--- src/design/ame_pkg.sv ---
// Shared types and codes for the affine matrix engine.
// No dependencies; imported by every module of the engine.
`timescale 1ns / 1ps

package ame_pkg;

    localparam int DATA_W = 32;
    localparam int OPA_W  = DATA_W + 1;   // operand A carries an exact negation

    localparam logic [2:0] MODE_WR_CUR = 3'd0;
    localparam logic [2:0] MODE_WR_OPR = 3'd1;
    localparam logic [2:0] MODE_IDENT  = 3'd2;
    localparam logic [2:0] MODE_CONCAT = 3'd3;
    localparam logic [2:0] MODE_INVERT = 3'd4;
    localparam logic [2:0] MODE_XFORM  = 3'd5;

    typedef enum logic [1:0] {
        ST_IDLE,
        ST_RUN,
        ST_DRAIN,
        ST_OUT
    } state_t;

    // Sequencer phases: transform rows, concatenate row fill and MAC,
    // invert translation fill, translation MAC and rotation swap.
    typedef enum logic [2:0] {
        PH_T,
        PH_CF,
        PH_CM,
        PH_IT,
        PH_IM,
        PH_IS
    } phase_t;

    typedef enum logic [1:0] {
        DST_CUR,
        DST_SAVE,
        DST_OUT
    } dst_t;

    typedef enum logic [1:0] {
        A_RDC,
        A_ROW,
        A_NEGT,
        A_SAVE
    } a_sel_t;

    typedef enum logic [1:0] {
        B_RDO,
        B_RDC,
        B_VEC,
        B_ONE
    } b_sel_t;

    typedef enum logic [1:0] {
        CAP_NONE,
        CAP_ROW,
        CAP_T
    } cap_t;

    typedef struct packed {
        logic       first;
        logic       last;
        dst_t       dst;
        logic [3:0] idx;
    } mac_ctl_t;

    typedef struct packed {
        logic     vld;
        cap_t     cap;
        a_sel_t   a_sel;
        b_sel_t   b_sel;
        logic [1:0] k;
        mac_ctl_t ctl;
    } term_t;

endpackage

--- src/design/ame_mat_mem.sv ---
// 16-entry matrix store with one write and one registered read port.
// Per-entry valid bits give the reset contents; clear restores them at once.
`timescale 1ns / 1ps

module ame_mat_mem import ame_pkg::*; #(
    parameter logic [31:0] DIAG_VAL = 32'h0001_0000
) (
    input  logic              aclk,
    input  logic              aresetn,
    input  logic              clear,
    input  logic              we,
    input  logic [3:0]        waddr,
    input  logic [DATA_W-1:0] wdata,
    input  logic [3:0]        raddr,
    output logic [DATA_W-1:0] rdata
);

    logic [DATA_W-1:0] mem [16];
    logic [15:0]       valid_reg;
    logic [DATA_W-1:0] rdata_reg;
    logic [DATA_W-1:0] rst_val;

    // Unwritten entries read as DIAG_VAL on the diagonal and zero elsewhere.
    assign rst_val = (raddr[3:2] == raddr[1:0]) ? DIAG_VAL : '0;

    always_ff @(posedge aclk) begin
        if (!aresetn || clear) begin
            valid_reg <= '0;
        end else if (we) begin
            valid_reg[waddr] <= 1'b1;
        end
    end

    always_ff @(posedge aclk) begin
        if (we) begin
            mem[waddr] <= wdata;
        end
    end

    always_ff @(posedge aclk) begin
        rdata_reg <= valid_reg[raddr] ? mem[raddr] : rst_val;
    end

    assign rdata = rdata_reg;

endmodule

--- src/design/ame_mac.sv ---
// Shared multiply-accumulate unit: registered product, floor shift by
// FRAC_BITS, exact accumulate and 32-bit saturation. Uses ame_pkg.
`timescale 1ns / 1ps

module ame_mac import ame_pkg::*; #(
    parameter int FRAC_BITS = 16
) (
    input  logic                     aclk,
    input  logic                     aresetn,
    input  logic                     in_vld,
    input  mac_ctl_t                 in_ctl,
    input  logic signed [OPA_W-1:0]  op_a,
    input  logic signed [DATA_W-1:0] op_b,
    output logic                     res_vld,
    output mac_ctl_t                 res_ctl,
    output logic [DATA_W-1:0]        res_data
);

    localparam int PROD_W = OPA_W + DATA_W;
    localparam int SH_W   = PROD_W - FRAC_BITS;
    localparam int ACC_W  = SH_W + 2;          // room for four terms

    logic                     prod_vld_reg;
    mac_ctl_t                 ctl_reg;
    logic signed [PROD_W-1:0] prod_reg;
    logic signed [PROD_W-1:0] prod_next;
    logic signed [ACC_W-1:0]  acc_reg;
    logic signed [ACC_W-1:0]  acc_next;
    logic signed [SH_W-1:0]   sh;
    logic [ACC_W-DATA_W:0]    hi_bits;
    logic                     fits;

    assign prod_next = PROD_W'(op_a) * PROD_W'(op_b);

    always_ff @(posedge aclk) begin
        if (!aresetn) begin
            prod_vld_reg <= 1'b0;
        end else begin
            prod_vld_reg <= in_vld;
        end
    end

    always_ff @(posedge aclk) begin
        if (in_vld) begin
            prod_reg <= prod_next;
            ctl_reg  <= in_ctl;
        end
        if (prod_vld_reg) begin
            acc_reg <= acc_next;
        end
    end

    // Dropping the low bits of a two's complement value rounds toward minus infinity.
    assign sh       = prod_reg[PROD_W-1:FRAC_BITS];
    assign acc_next = (ctl_reg.first ? ACC_W'(0) : acc_reg) + ACC_W'(sh);
    assign hi_bits  = acc_next[ACC_W-1:DATA_W-1];
    assign fits     = (&hi_bits) | ~(|hi_bits);

    assign res_vld  = prod_vld_reg;
    assign res_ctl  = ctl_reg;
    assign res_data = fits ? acc_next[DATA_W-1:0]
                    : (acc_next[ACC_W-1] ? {1'b1, {(DATA_W-1){1'b0}}}
                                         : {1'b0, {(DATA_W-1){1'b1}}});

endmodule

--- src/design/affine_matrix_engine.sv ---
// Affine 4x4 matrix engine, Q(32-FRAC_BITS).FRAC_BITS, one shared MAC under a sequencer.
// Cell writes, identity and unused modes leave the input ready. Transform issues its MAC
// terms, drains the pipeline and loads the output; concatenate and rigid invert issue
// and drain their terms, all paced by the one multiplier and the single read port of each
// matrix. Reset is synchronous, active low: current matrix reads as identity, operand as
// zeros. Depends on ame_pkg, ame_mat_mem, ame_mac.
`timescale 1ns / 1ps

module affine_matrix_engine import ame_pkg::*; #(
    parameter int FRAC_BITS = 16
) (
    input  logic         aclk,
    input  logic         aresetn,
    input  logic         s_tvalid,
    output logic         s_tready,
    // cell_index[3:0], cell_value[35:4], vec_x[67:36], vec_y[99:68], vec_z[131:100]
    input  logic [135:0] s_tdata,
    // mode[2:0]
    input  logic [2:0]   s_tuser,
    output logic         m_tvalid,
    input  logic         m_tready,
    // out_x[31:0], out_y[63:32], out_z[95:64]
    output logic [95:0]  m_tdata
);

    localparam logic [DATA_W-1:0] ONE = DATA_W'(1) << FRAC_BITS;

    logic [2:0]        in_mode;
    logic [3:0]        in_idx;
    logic [DATA_W-1:0] in_val;
    logic              s_accept;

    state_t state_reg, state_next;
    phase_t phase_reg, phase_next, phase_adv;
    logic [1:0] hi_reg, hi_next, hi_adv;
    logic [3:0] lo_reg, lo_next, lo_adv;
    logic       xform_reg, xform_next;
    logic       run_done;
    logic       issue;
    logic       drained;
    logic       load_out;

    term_t      term;
    term_t      s1_reg;
    logic [3:0] c_raddr;
    logic [3:0] o_raddr;

    logic [DATA_W-1:0] vec_reg [3];
    logic [DATA_W-1:0] rowbuf_reg [4];
    logic [DATA_W-1:0] tbuf_reg [3];
    logic [DATA_W-1:0] save_reg;
    logic [DATA_W-1:0] stg_reg [3];
    logic [95:0]       m_tdata_reg;
    logic              m_tvalid_reg, m_tvalid_next;

    logic [DATA_W-1:0] c_rdata, o_rdata;
    logic              c_we, c_clear, o_we;
    logic [3:0]        c_waddr;
    logic [DATA_W-1:0] c_wdata;

    logic signed [OPA_W-1:0]  op_a;
    logic signed [DATA_W-1:0] op_b;
    logic [DATA_W-1:0]        t_sel, v_sel;
    logic                     res_vld, res_wr;
    mac_ctl_t                 res_ctl;
    logic [DATA_W-1:0]        res_data;

    // Off-diagonal pairs of the 3x3 part, swapped in place during invert.
    function automatic logic [3:0] swap_lo(input logic [1:0] p);
        case (p)
            2'd0:    swap_lo = 4'd1;
            2'd1:    swap_lo = 4'd2;
            default: swap_lo = 4'd6;
        endcase
    endfunction

    function automatic logic [3:0] swap_hi(input logic [1:0] p);
        case (p)
            2'd0:    swap_hi = 4'd4;
            2'd1:    swap_hi = 4'd8;
            default: swap_hi = 4'd9;
        endcase
    endfunction

    assign in_mode  = s_tuser;
    assign in_idx   = s_tdata[3:0];
    assign in_val   = s_tdata[35:4];
    assign s_accept = s_tvalid && s_tready;

    // ---------------------------------------------------------------- FSM
    always_comb begin
        state_next = state_reg;
        case (state_reg)
            ST_IDLE: begin
                if (s_accept && (in_mode == MODE_CONCAT || in_mode == MODE_INVERT ||
                                 in_mode == MODE_XFORM)) begin
                    state_next = ST_RUN;
                end
            end
            ST_RUN: begin
                if (run_done) begin
                    state_next = ST_DRAIN;
                end
            end
            ST_DRAIN: begin
                if (drained) begin
                    state_next = xform_reg ? ST_OUT : ST_IDLE;
                end
            end
            ST_OUT: begin
                if (load_out) begin
                    state_next = ST_IDLE;
                end
            end
            default: state_next = ST_IDLE;
        endcase
    end

    always_comb begin
        s_tready = (state_reg == ST_IDLE);
        issue    = (state_reg == ST_RUN);
        drained  = !s1_reg.vld && !res_vld;
        load_out = (state_reg == ST_OUT) && (!m_tvalid_reg || m_tready);
    end

    always_ff @(posedge aclk) begin
        if (!aresetn) begin
            state_reg <= ST_IDLE;
        end else begin
            state_reg <= state_next;
        end
    end

    // ------------------------------------------------------ term sequencer
    always_comb begin
        term       = '0;
        c_raddr    = '0;
        o_raddr    = '0;
        phase_adv  = phase_reg;
        hi_adv     = hi_reg;
        lo_adv     = lo_reg + 4'd1;
        run_done   = 1'b0;
        term.k     = lo_reg[1:0];
        term.b_sel = B_ONE;
        case (phase_reg)
            PH_T: begin
                // row r: three vector products, then the translation times one
                c_raddr        = {hi_reg, lo_reg[1:0]};
                term.a_sel     = A_RDC;
                term.b_sel     = (lo_reg[1:0] == 2'd3) ? B_ONE : B_VEC;
                term.ctl.first = (lo_reg[1:0] == 2'd0);
                term.ctl.last  = (lo_reg[1:0] == 2'd3);
                term.ctl.dst   = DST_OUT;
                term.ctl.idx   = {2'b00, hi_reg};
                if (lo_reg[1:0] == 2'd3) begin
                    lo_adv   = '0;
                    hi_adv   = hi_reg + 2'd1;
                    run_done = (hi_reg == 2'd2);
                end
            end
            PH_CF: begin
                c_raddr  = {hi_reg, lo_reg[1:0]};
                term.cap = CAP_ROW;
                if (lo_reg[1:0] == 2'd3) begin
                    lo_adv    = '0;
                    phase_adv = PH_CM;
                end
            end
            PH_CM: begin
                // lo = column*4 + k
                o_raddr        = {lo_reg[1:0], lo_reg[3:2]};
                term.a_sel     = A_ROW;
                term.b_sel     = B_RDO;
                term.ctl.first = (lo_reg[1:0] == 2'd0);
                term.ctl.last  = (lo_reg[1:0] == 2'd3);
                term.ctl.dst   = DST_CUR;
                term.ctl.idx   = {hi_reg, lo_reg[3:2]};
                if (lo_reg == 4'd15) begin
                    lo_adv    = '0;
                    hi_adv    = hi_reg + 2'd1;
                    phase_adv = PH_CF;
                    run_done  = (hi_reg == 2'd3);
                end
            end
            PH_IT: begin
                c_raddr  = {lo_reg[1:0], 2'd3};
                term.cap = CAP_T;
                if (lo_reg[1:0] == 2'd2) begin
                    lo_adv    = '0;
                    hi_adv    = '0;
                    phase_adv = PH_IM;
                end
            end
            PH_IM: begin
                // new T[i] from old column i of the rotation and the negated translation
                c_raddr        = {lo_reg[1:0], hi_reg};
                term.a_sel     = A_NEGT;
                term.b_sel     = B_RDC;
                term.ctl.first = (lo_reg[1:0] == 2'd0);
                term.ctl.last  = (lo_reg[1:0] == 2'd2);
                term.ctl.dst   = DST_CUR;
                term.ctl.idx   = {hi_reg, 2'd3};
                if (lo_reg[1:0] == 2'd2) begin
                    lo_adv = '0;
                    if (hi_reg == 2'd2) begin
                        hi_adv    = '0;
                        phase_adv = PH_IS;
                    end else begin
                        hi_adv = hi_reg + 2'd1;
                    end
                end
            end
            PH_IS: begin
                // save the upper cell, copy the lower into it, write the saved one back
                term.ctl.first = 1'b1;
                term.ctl.last  = 1'b1;
                case (lo_reg[1:0])
                    2'd0: begin
                        c_raddr      = swap_lo(hi_reg);
                        term.a_sel   = A_RDC;
                        term.ctl.dst = DST_SAVE;
                    end
                    2'd1: begin
                        c_raddr      = swap_hi(hi_reg);
                        term.a_sel   = A_RDC;
                        term.ctl.dst = DST_CUR;
                        term.ctl.idx = swap_lo(hi_reg);
                    end
                    default: begin
                        term.a_sel   = A_SAVE;
                        term.ctl.dst = DST_CUR;
                        term.ctl.idx = swap_hi(hi_reg);
                    end
                endcase
                if (lo_reg[1:0] == 2'd2) begin
                    lo_adv   = '0;
                    hi_adv   = hi_reg + 2'd1;
                    run_done = (hi_reg == 2'd2);
                end
            end
            default: run_done = 1'b1;
        endcase
        term.vld = issue;
    end

    always_comb begin
        phase_next = phase_reg;
        hi_next    = hi_reg;
        lo_next    = lo_reg;
        xform_next = xform_reg;
        if (s_accept) begin
            hi_next    = '0;
            lo_next    = '0;
            xform_next = (in_mode == MODE_XFORM);
            case (in_mode)
                MODE_CONCAT: phase_next = PH_CF;
                MODE_INVERT: phase_next = PH_IT;
                default:     phase_next = PH_T;
            endcase
        end else if (issue) begin
            phase_next = phase_adv;
            hi_next    = hi_adv;
            lo_next    = lo_adv;
        end
    end

    always_ff @(posedge aclk) begin
        if (!aresetn) begin
            phase_reg <= PH_T;
            hi_reg    <= '0;
            lo_reg    <= '0;
            xform_reg <= 1'b0;
            s1_reg    <= '0;
        end else begin
            phase_reg <= phase_next;
            hi_reg    <= hi_next;
            lo_reg    <= lo_next;
            xform_reg <= xform_next;
            s1_reg    <= term;
        end
    end

    // ------------------------------------------------------------ storage
    assign res_wr  = res_vld && res_ctl.last;
    assign c_clear = s_accept && (in_mode == MODE_IDENT);
    assign c_we    = (s_accept && in_mode == MODE_WR_CUR) || (res_wr && res_ctl.dst == DST_CUR);
    assign c_waddr = (state_reg == ST_IDLE) ? in_idx : res_ctl.idx;
    assign c_wdata = (state_reg == ST_IDLE) ? in_val : res_data;
    assign o_we    = s_accept && (in_mode == MODE_WR_OPR);

    ame_mat_mem #(
        .DIAG_VAL (ONE)
    ) u_cur_mem (
        .aclk    (aclk),
        .aresetn (aresetn),
        .clear   (c_clear),
        .we      (c_we),
        .waddr   (c_waddr),
        .wdata   (c_wdata),
        .raddr   (c_raddr),
        .rdata   (c_rdata)
    );

    ame_mat_mem #(
        .DIAG_VAL ('0)
    ) u_opr_mem (
        .aclk    (aclk),
        .aresetn (aresetn),
        .clear   (1'b0),
        .we      (o_we),
        .waddr   (in_idx),
        .wdata   (in_val),
        .raddr   (o_raddr),
        .rdata   (o_rdata)
    );

    // ---------------------------------------------------- operand select
    always_comb begin
        case (s1_reg.k)
            2'd0:    t_sel = tbuf_reg[0];
            2'd1:    t_sel = tbuf_reg[1];
            default: t_sel = tbuf_reg[2];
        endcase
        case (s1_reg.k)
            2'd0:    v_sel = vec_reg[0];
            2'd1:    v_sel = vec_reg[1];
            default: v_sel = vec_reg[2];
        endcase
    end

    always_comb begin
        case (s1_reg.a_sel)
            A_RDC:   op_a = {c_rdata[DATA_W-1], c_rdata};
            A_ROW:   op_a = {rowbuf_reg[s1_reg.k][DATA_W-1], rowbuf_reg[s1_reg.k]};
            A_NEGT:  op_a = -{t_sel[DATA_W-1], t_sel};
            A_SAVE:  op_a = {save_reg[DATA_W-1], save_reg};
            default: op_a = '0;
        endcase
        case (s1_reg.b_sel)
            B_RDO:   op_b = o_rdata;
            B_RDC:   op_b = c_rdata;
            B_VEC:   op_b = v_sel;
            B_ONE:   op_b = ONE;
            default: op_b = '0;
        endcase
    end

    always_ff @(posedge aclk) begin
        if (s_accept) begin
            vec_reg[0] <= s_tdata[67:36];
            vec_reg[1] <= s_tdata[99:68];
            vec_reg[2] <= s_tdata[131:100];
        end
        if (s1_reg.vld && s1_reg.cap == CAP_ROW) begin
            rowbuf_reg[s1_reg.k] <= c_rdata;
        end
        if (s1_reg.vld && s1_reg.cap == CAP_T) begin
            case (s1_reg.k)
                2'd0:    tbuf_reg[0] <= c_rdata;
                2'd1:    tbuf_reg[1] <= c_rdata;
                default: tbuf_reg[2] <= c_rdata;
            endcase
        end
    end

    ame_mac #(
        .FRAC_BITS (FRAC_BITS)
    ) u_mac (
        .aclk     (aclk),
        .aresetn  (aresetn),
        .in_vld   (s1_reg.vld && s1_reg.cap == CAP_NONE),
        .in_ctl   (s1_reg.ctl),
        .op_a     (op_a),
        .op_b     (op_b),
        .res_vld  (res_vld),
        .res_ctl  (res_ctl),
        .res_data (res_data)
    );

    // ------------------------------------------------------- result side
    always_ff @(posedge aclk) begin
        if (res_wr && res_ctl.dst == DST_SAVE) begin
            save_reg <= res_data;
        end
        if (res_wr && res_ctl.dst == DST_OUT) begin
            case (res_ctl.idx[1:0])
                2'd0:    stg_reg[0] <= res_data;
                2'd1:    stg_reg[1] <= res_data;
                default: stg_reg[2] <= res_data;
            endcase
        end
        if (load_out) begin
            m_tdata_reg <= {stg_reg[2], stg_reg[1], stg_reg[0]};
        end
    end

    // hold the beat until taken; a new load may replace it in the cycle it is taken
    assign m_tvalid_next = load_out ? 1'b1 : (m_tready ? 1'b0 : m_tvalid_reg);

    always_ff @(posedge aclk) begin
        if (!aresetn) begin
            m_tvalid_reg <= 1'b0;
        end else begin
            m_tvalid_reg <= m_tvalid_next;
        end
    end

    assign m_tvalid = m_tvalid_reg;
    assign m_tdata  = m_tdata_reg;

endmodule

--- config.mk ---
export PLATFORM = sky130hd
export DESIGN_NAME = affine_matrix_engine
export DESIGN_NICKNAME = d
export VERILOG_FILES = /design/src/design/ame_pkg.sv /design/src/design/ame_mat_mem.sv /design/src/design/ame_mac.sv /design/src/design/affine_matrix_engine.sv
export SDC_FILE = /design/constraint.sdc
export NUM_CORES = 2
export LEC_CHECK = 0
export BUFFER_PORTS_ARGS = -buffer_cell sky130_fd_sc_hd__buf_2
export CORE_MARGIN = 2
export CORE_UTILIZATION = 30
export CTS_CLUSTER_DIAMETER = 30
export DETAILED_ROUTE_END_ITERATION = 12
export PLACE_DENSITY = 0.49
export SYNTH_ARGS = -nofsm -noshare
export SYNTH_HDL_FRONTEND = slang
export SYNTH_SLANG_ARGS = --single-unit
--- constraint.sdc ---
create_clock -name aclk -period 28.6 [get_ports aclk]
set_input_delay 0 -clock aclk [delete_from_list [all_inputs] [get_ports aclk]]
set_output_delay 0 -clock aclk [all_outputs]
set_load 0.02 [all_outputs]
### Word-level counts from Yosys, hierarchy flattened

Memories as Yosys holds them, arrays and structs flattened. A register that Yosys moved wholly into a read port is not among the register bits.
Index checks and enable logic that the tools add are counted.

| storage, ports and cells | value |
|---|---|
| output and inout bits | 98 |
| bits of input ports | 143 |
| logic and storage cells | 255 |
| register bits after elaboration | 251 |
| memories | 6 |
| bits in writable memories | 1440 |

| operators by class | value |
|---|---|
| bitwise logic cells | 5 |
| add/subtract/negate cells | 4 |
| multiply operators | 1 |
| magnitude comparators | 6 |
| multiplexer cells | 103 |
| reductions and logical operators | 57 |
| equality and inequality tests | 47 |

Memories:

| name | depth | bits a word | read ports | clocked after Yosys merged registers in | write ports | line | source |
|---|---|---|---|---|---|---|---|
| u_cur_mem.mem | 16 | 32 | 1 | 0 | 1 | ame_mat_mem.sv:18 | `logic [DATA_W-1:0] mem [16];` |
| u_opr_mem.mem | 16 | 32 | 1 | 1 | 1 | ame_mat_mem.sv:18 |  |
| rowbuf_reg | 4 | 32 | 1 | 1 | 1 | affine_matrix_engine.sv:49 | `logic [DATA_W-1:0] rowbuf_reg [4];` |
| stg_reg | 3 | 32 | 3 | 3 | 1 | affine_matrix_engine.sv:52 | `logic [DATA_W-1:0] stg_reg [3];` |
| tbuf_reg | 3 | 32 | 3 | 0 | 1 | affine_matrix_engine.sv:50 | `logic [DATA_W-1:0] tbuf_reg [3];` |
| vec_reg | 3 | 32 | 3 | 0 | 3 | affine_matrix_engine.sv:48 | `logic [DATA_W-1:0] vec_reg [3];` |

Operator list:

| operator | number |
|---|---|
| $mux 32 | 8 |
| $pmux 33 s4 | 1 |
| $pmux 32 s2 | 2 |
| $pmux 32 s4 | 1 |
| $reduce_or 32->1 | 4 |
| $mul 33x32->65 | 1 |
| $add 51x49->51 | 1 |
| $mux 51 | 1 |
| $mux 1 | 41 |
| $mux 2 | 17 |
| $neg 33->33 | 1 |
| $or 16x16->16 | 2 |
| $pmux 8 s4 | 1 |
| $eq 2x2->1 const B | 12 |
| $pmux 4 s2 | 3 |
| $mux 3 | 7 |
| $lt 4x5->1 const B | 4 |
| $mux 4 | 5 |
| $reduce_and 20->1 | 1 |
| $reduce_or 20->1 | 1 |
| $eq 2x1->1 const B | 9 |
| $logic_not 2->1 | 9 |
| $mux 17 | 1 |
| $logic_and 1x1->1 | 16 |
| other kinds (33) | 74 |

### Longest topological paths before layout

| depth | value |
|---|---|
| depth in word-level cells | 8 |
| gate-level depth with buffers | 42 |
| mapped depth without buffers | 38 |

### Cells and area by module

Synthesis repeated with hierarchy kept, for this count alone.

| second synthesis, totals | value |
|---|---|
| cell total of the unflattened synthesis | 7664 |
| area, all modules | 108051.1 um^2 |

Modules (own cells, without submodules):

| module | instances | cells each | area each (um^2) |
|---|---|---|---|
| ame_mac | 1 | 4567 | 43614.3 |
| affine_matrix_engine | 1 | 1362 | 23128.4 |
| ame_mat_mem at u_cur_mem | 1 | 850 | 20778.7 |
| ame_mat_mem at u_opr_mem | 1 | 885 | 20529.7 |

### Least setup slack after synthesis

No wires, ideal clock.

| timing path | value |
|---|---|
| path kind | reg2reg |
| from | reg s1_reg[8] (netlist bit) |
| to | reg u_mac.prod_reg[64] (data pin) |
| slack | 17.975 ns |
| buffers on the path | 4 |
| cell stages (with the launch flop) | 36 |
| required time | 28.334 ns |
| arrival time | 10.359 ns |
| path through | dfxtp_1 > buf_6 > mux2_2 > mux2i_1 > ha_1 > nand2_1 > nor4_4 > nand3_1 > or3_1 > buf_2 > nor2_1 > o31a_1 > nor2_1 > clkbuf_1 > nand2_1 > fa_1 > fa_1 > fa_1 > fa_1 > inv_1 > fa_1 > fa_1 > fa_1 > fa_1 > ha_1 > clkbuf_1 > and3_1 > nand4_1 > nor2b_1 > or4_1 > a2111oi_0 > a21oi_1 > or2_1 > a21o_1 > o41ai_1 > xnor2_1 |

| on the way | value |
|---|---|
| word-level cells in the longest chain between the ends | 5 |
| elaborated cells between the ends (all ways) | 8 |

Ends and longest elaborated chain:

| what | line | source |
|---|---|---|
| start, declared | affine_matrix_engine.sv:44 | `term_t s1_reg;` |
| start signal, assigned | affine_matrix_engine.sv:279 | `s1_reg <= term;` |
| $eq 2x1->1 or $logic_not 2->1 (tied branches) | affine_matrix_engine.sv:319, affine_matrix_engine.sv:324 |  |
| $pmux 32 s2 | affine_matrix_engine.sv:319 | `case (s1_reg.k)` |
| $neg 33->33 | affine_matrix_engine.sv:335 | `A_NEGT: op_a = -{t_sel[DATA_W-1], t_sel};` |
| $pmux 33 s4 | affine_matrix_engine.sv:332 | `case (s1_reg.a_sel)` |
| $mul 33x32->65 (*) | ame_mac.sv:33 | `assign prod_next = PROD_W'(op_a) * PROD_W'(op_b);` |
| via u_mac.prod_next[64] | ame_mac.sv:26 | `logic signed [PROD_W-1:0] prod_next;` |
| end signal, assigned | ame_mac.sv:45 | `prod_reg <= prod_next;` |
| end, declared | ame_mac.sv:25 | `logic signed [PROD_W-1:0] prod_reg;` |

The timed path passes the listed nets; every way through them passes the cells marked *.
A chain may end at the register's enable or synchronous reset.

### Worst setup path after layout

Ends and elaborated chain as after synthesis.

==> results.py <==
metrics = {
    "synthesis": {
        "synth_seq_area_share_pct": 48.8,
        "synthArstFlopShare_pct": 0,
        "avgSynthCellArea_sq_um": 12.4,
        "synth_warnings": 0,
        "synth-seq-cells": 1803,
        "ys.flop_type": "edfxtp_1",
        "syn-cell-area_sq_um": 108000,
        "synth_edf_count": 1676,
        "netlist_instances": 8767,
        "ys_types": 101,
        "syn-num-nets": 10300,
    },
    "sta": {
        "min_period_ps": 13300,
        "drv_slew": 0,
        "rsz0062_at_grt": "no",
        "worst_pin_slew_ps": 1420,
        "fin_tns_setup_ps": 0,
        "finClkSkew_ps": 109,
        "post-route-period-util_pct": 46.5,
        "fmax_mhz": 75.2,
        "hold_viol_final": 0,
        "timing.hold.ws_ps": 80.4,
        "slew_headroom_pct": 5.13,
        "setup_viol": 0,
    },
    "clocking": {
        "numCtsBuffers": 333,
        "cts_tree": "done",
        "postCtsSetupBuffers": 0,
        "cts-htree-levels": 5,
        "clk_pin_slew_ps": 50,
        "clock-sinks": 1803,
        "insertion_delay_ps": 900,
        "cts-root-buf": "clkbuf_16",
        "cts_buffer_depth": 4,
    },
    "route": {
        "drc_errors": 0,
        "wl_per_cell_um": 24.5,
        "ant_nets": 0,
        "finalWirelength_um": 351000,
        "drt-initial-drc-count": 6464,
        "num_vias": 72300,
        "dr.pass1.iters": 8,
        "vias_per_cell": 5.04,
    },
    "placement": {
        "placed_cell_area_sq_um": 116000,
        "hpwl_um": 235000,
        "io_buffer_count": 236,
        "routabilityCongestion": 0.882,
    },
    "critical_path": {
        "cp_slowest_cell": "fa_1",
        "rr_startpoint": "s1_reg[8]",
        "reg2reg_depth": 33,
        "start_kind": "flop",
        "path_max_fanout": 27,
        "worst-setup-path-type": "flop to flop",
        "cp_common_cell": "fa_1",
        "r2r_slack_ps": 15300,
        "rr_endpoint": "u_mac.prod_reg[64]",
        "cp_slowest_stage_delay_ps": 950,
        "critPathRequiredTime_ps": 29160,
        "cp.arrival_ps": 13850,
        "crit_path_end_kind": "flop",
    },
    "layout": {
        "final_area_sq_um": 130000,
        "nNetsFinal": 10800,
        "multi_input_area_sq_um": 50100,
        "area_growth_pct": 19.9,
        "fillers": 34600,
        "final-seq-area_sq_um": 52900,
        "drive_above_1_share_pct": 14.0,
    },
    "global_routing": {
        "grt_pass1_vias": 75800,
        "grt_usage_pct": 19.1,
        "grt_max_degree": 144,
        "antenna_found_initial": 25,
        "grt_overflow": 0,
        "grt_first_pass_wirelength_um": 516000,
    },
    "pwr": {
        "ir_worst_vdd_mv": 0.133,
        "power_density_nw_per_um2": 118,
        "power_leakage_uw": 0.0496,
    },
    "die": {
        "die-width_um": 605,
        "core_region_area_sq_um": 359000,
        "core.rowCount": 220,
        "die_h_um": 605,
        "die_area_sq_um": 366000,
        "ios": 241,
        "start_util_pct": 30.2,
    },
    "min_path": {
        "hold_end": "u_opr_mem.mem[10][11]",
        "whs_path_depth": 2,
        "hp-class": "input pin to flop",
        "min_from": "s_tdata[15]",
    },
    "job": {
        "max-cap-violations": 0,
    },
    "outcome": {
        "status": "finished, final reports clean",
    },
}
-- worst max path at each step --
| stage | start | end | slack, ps | depth (start not counted) |
|---|---|---|---|---|
| 4_1_cts | s1_reg[8] | u_mac.prod_reg[64] | 15090 | 33 |
| 2_1_floorplan | s1_reg[8] | u_mac.prod_reg[64] | 17980 | 35 |
| 5_1_grt | s1_reg[8] | u_mac.prod_reg[64] | 14500 | 33 |
| 3_3_place_gp | s1_reg[8] | u_mac.prod_reg[64] | 15310 | 33 |
| 6_report | s1_reg[8] | u_mac.prod_reg[64] | 15300 | 33 |
| 3_5_place_dp | s1_reg[8] | u_mac.prod_reg[64] | 15180 | 33 |
-- what timing repair did --
action | 4_1_cts | 5_1_grt
hold endpoints to repair | 824 | 0
gates resized for setup | 0 | 0
setup endpoints to repair | 0 | 0
hold buffers | 242 | 0
-- final cells by class --
cell class / count / share of cell area, %
repair buffers: 660 / 3.85
multi-input cells: 5353 / 38.6
clock inverters: 236 / 2.15
inverters: 1122 / 3.25
diodes: 14 / 0.0270
clock buffers: 378 / 6.81
flip-flops and latches: 1803 / 40.7
well taps: 4773 / 4.60
-- where the power goes --
| group | total (uW) | switching (uW) | internal [uW] |
|---|---|---|---|
| Sequential | 3550 | 108 | 3450 |
| Combinational | 7720 | 5120 | 2600 |
| Clock | 4030 | 1400 | 2630 |
-- critical path: cells and delay by family (launching register included) --
| kind | cells | cell delay, ps |
|---|---|---|
| adders and majority gates | 9 | 4820 |
| muxes | 2 | 820 |
| AOI/OAI and AO/OA | 5 | 1520 |
| and+or+nand+nor | 12 | 3570 |
| xor gates and xnor gates | 1 | 120 |
| buffers and inverters | 4 | 1440 |
| DFF | 1 | 660 |
-- cells in the final DEF, fill, tap and decap left out, types with 76 or more instances in the layout --
| cell | netlist | routed |
|---|---|---|
| nor2_1 | 769 | 734 |
| fa_1 | 1112 | 1112 |
| nand2_1 | 637 | 633 |
| buf_2 | 68 | 236 |
| a21o_1 | 76 | 76 |
| nand2b_1 | 89 | 88 |
| a211oi_1 | 161 | 157 |
| ha_1 | 246 | 246 |
| nand3_1 | 84 | 84 |
| mux2i_1 | 228 | 227 |
| nor2b_1 | 89 | 87 |
| dlygate4sd3_1 | 0 | 242 |
| o22ai_1 | 262 | 261 |
| clkbuf_16 | 0 | 343 |
| edfxtp_1 | 1676 | 1676 |
| o21ai_0 | 226 | 207 |
| buf_4 | 7 | 179 |
| mux2_2 | 120 | 120 |
| a21oi_1 | 472 | 445 |
| inv_1 | 1117 | 1116 |
| dfxtp_1 | 127 | 117 |
-- synthesized netlist by cell type, types with 32 or more instances --
cell type  instances  area [sq um]
and3_1            46           288
o22ai_1          262          1640
mux2_2           120          1350
nand2_1          637          2390
xor2_1            61           534
edfxtp_1        1676         50300
nor2_1           769          2890
a221oi_1          39           342
buf_1             35           131
o21ai_0          226          1130
fa_1            1112         22300
and2_1            47           294
a21oi_1          472          2360
nand4_1           37           231
xnor2_1           64           561
clkbuf_1         370          1390
a21o_1            76           571
nor3_1            42           210
inv_1           1117          4190
nand2b_1          89           557
nor2b_1           89           557
mux2i_1          228          2280
nand3_1           84           420
dfxtp_1          127          2540
buf_2             68           340
o221ai_1          44           385
ha_1             246          3080
o21a_1            60           450
o211ai_1          44           330
a211oi_1         161          1210
mux4_2            32           721
-- layer usage --
layer / global-route usage [%] / wire (um) / vias to the layer above
li1: - / - / 31300
met1: 25.5 / 149000 / 37900
met2: 31.3 / 166000 / 2502
met3: 2.80 / 21500 / 557
met4: 7.45 / 14500 / 6
met5: 0 / 45 / -
-- logic make-up after synthesis --
logic type	count (synthesis)	synth area share [%]
multiplexers	383	4.06
AO/OA/AOI/OAI	1565	9.17
XOR/XNOR	125	1.01
adder cells (fa/ha/maj)	1358	23.4
flip-flops	1803	48.8
AND/OR/NAND/NOR	1922	7.81
buffers and inverters	1611	5.74
-- metrics by stage --
step | cells | setup slack, ps | total power (uW) | util [%]
floorplan | 8767 | 17980 | 8240 | -
global placement | 13500 | 15310 | 11200 | 32.2
detailed placement | 13500 | 15180 | 11200 | 32.2
CTS | 14300 | 15090 | 15400 | 36.1
global route | 14300 | 14500 | 16200 | 36.1
finish | 14300 | 15300 | 15300 | 36.1
Power figures use the tool's default switching activity.
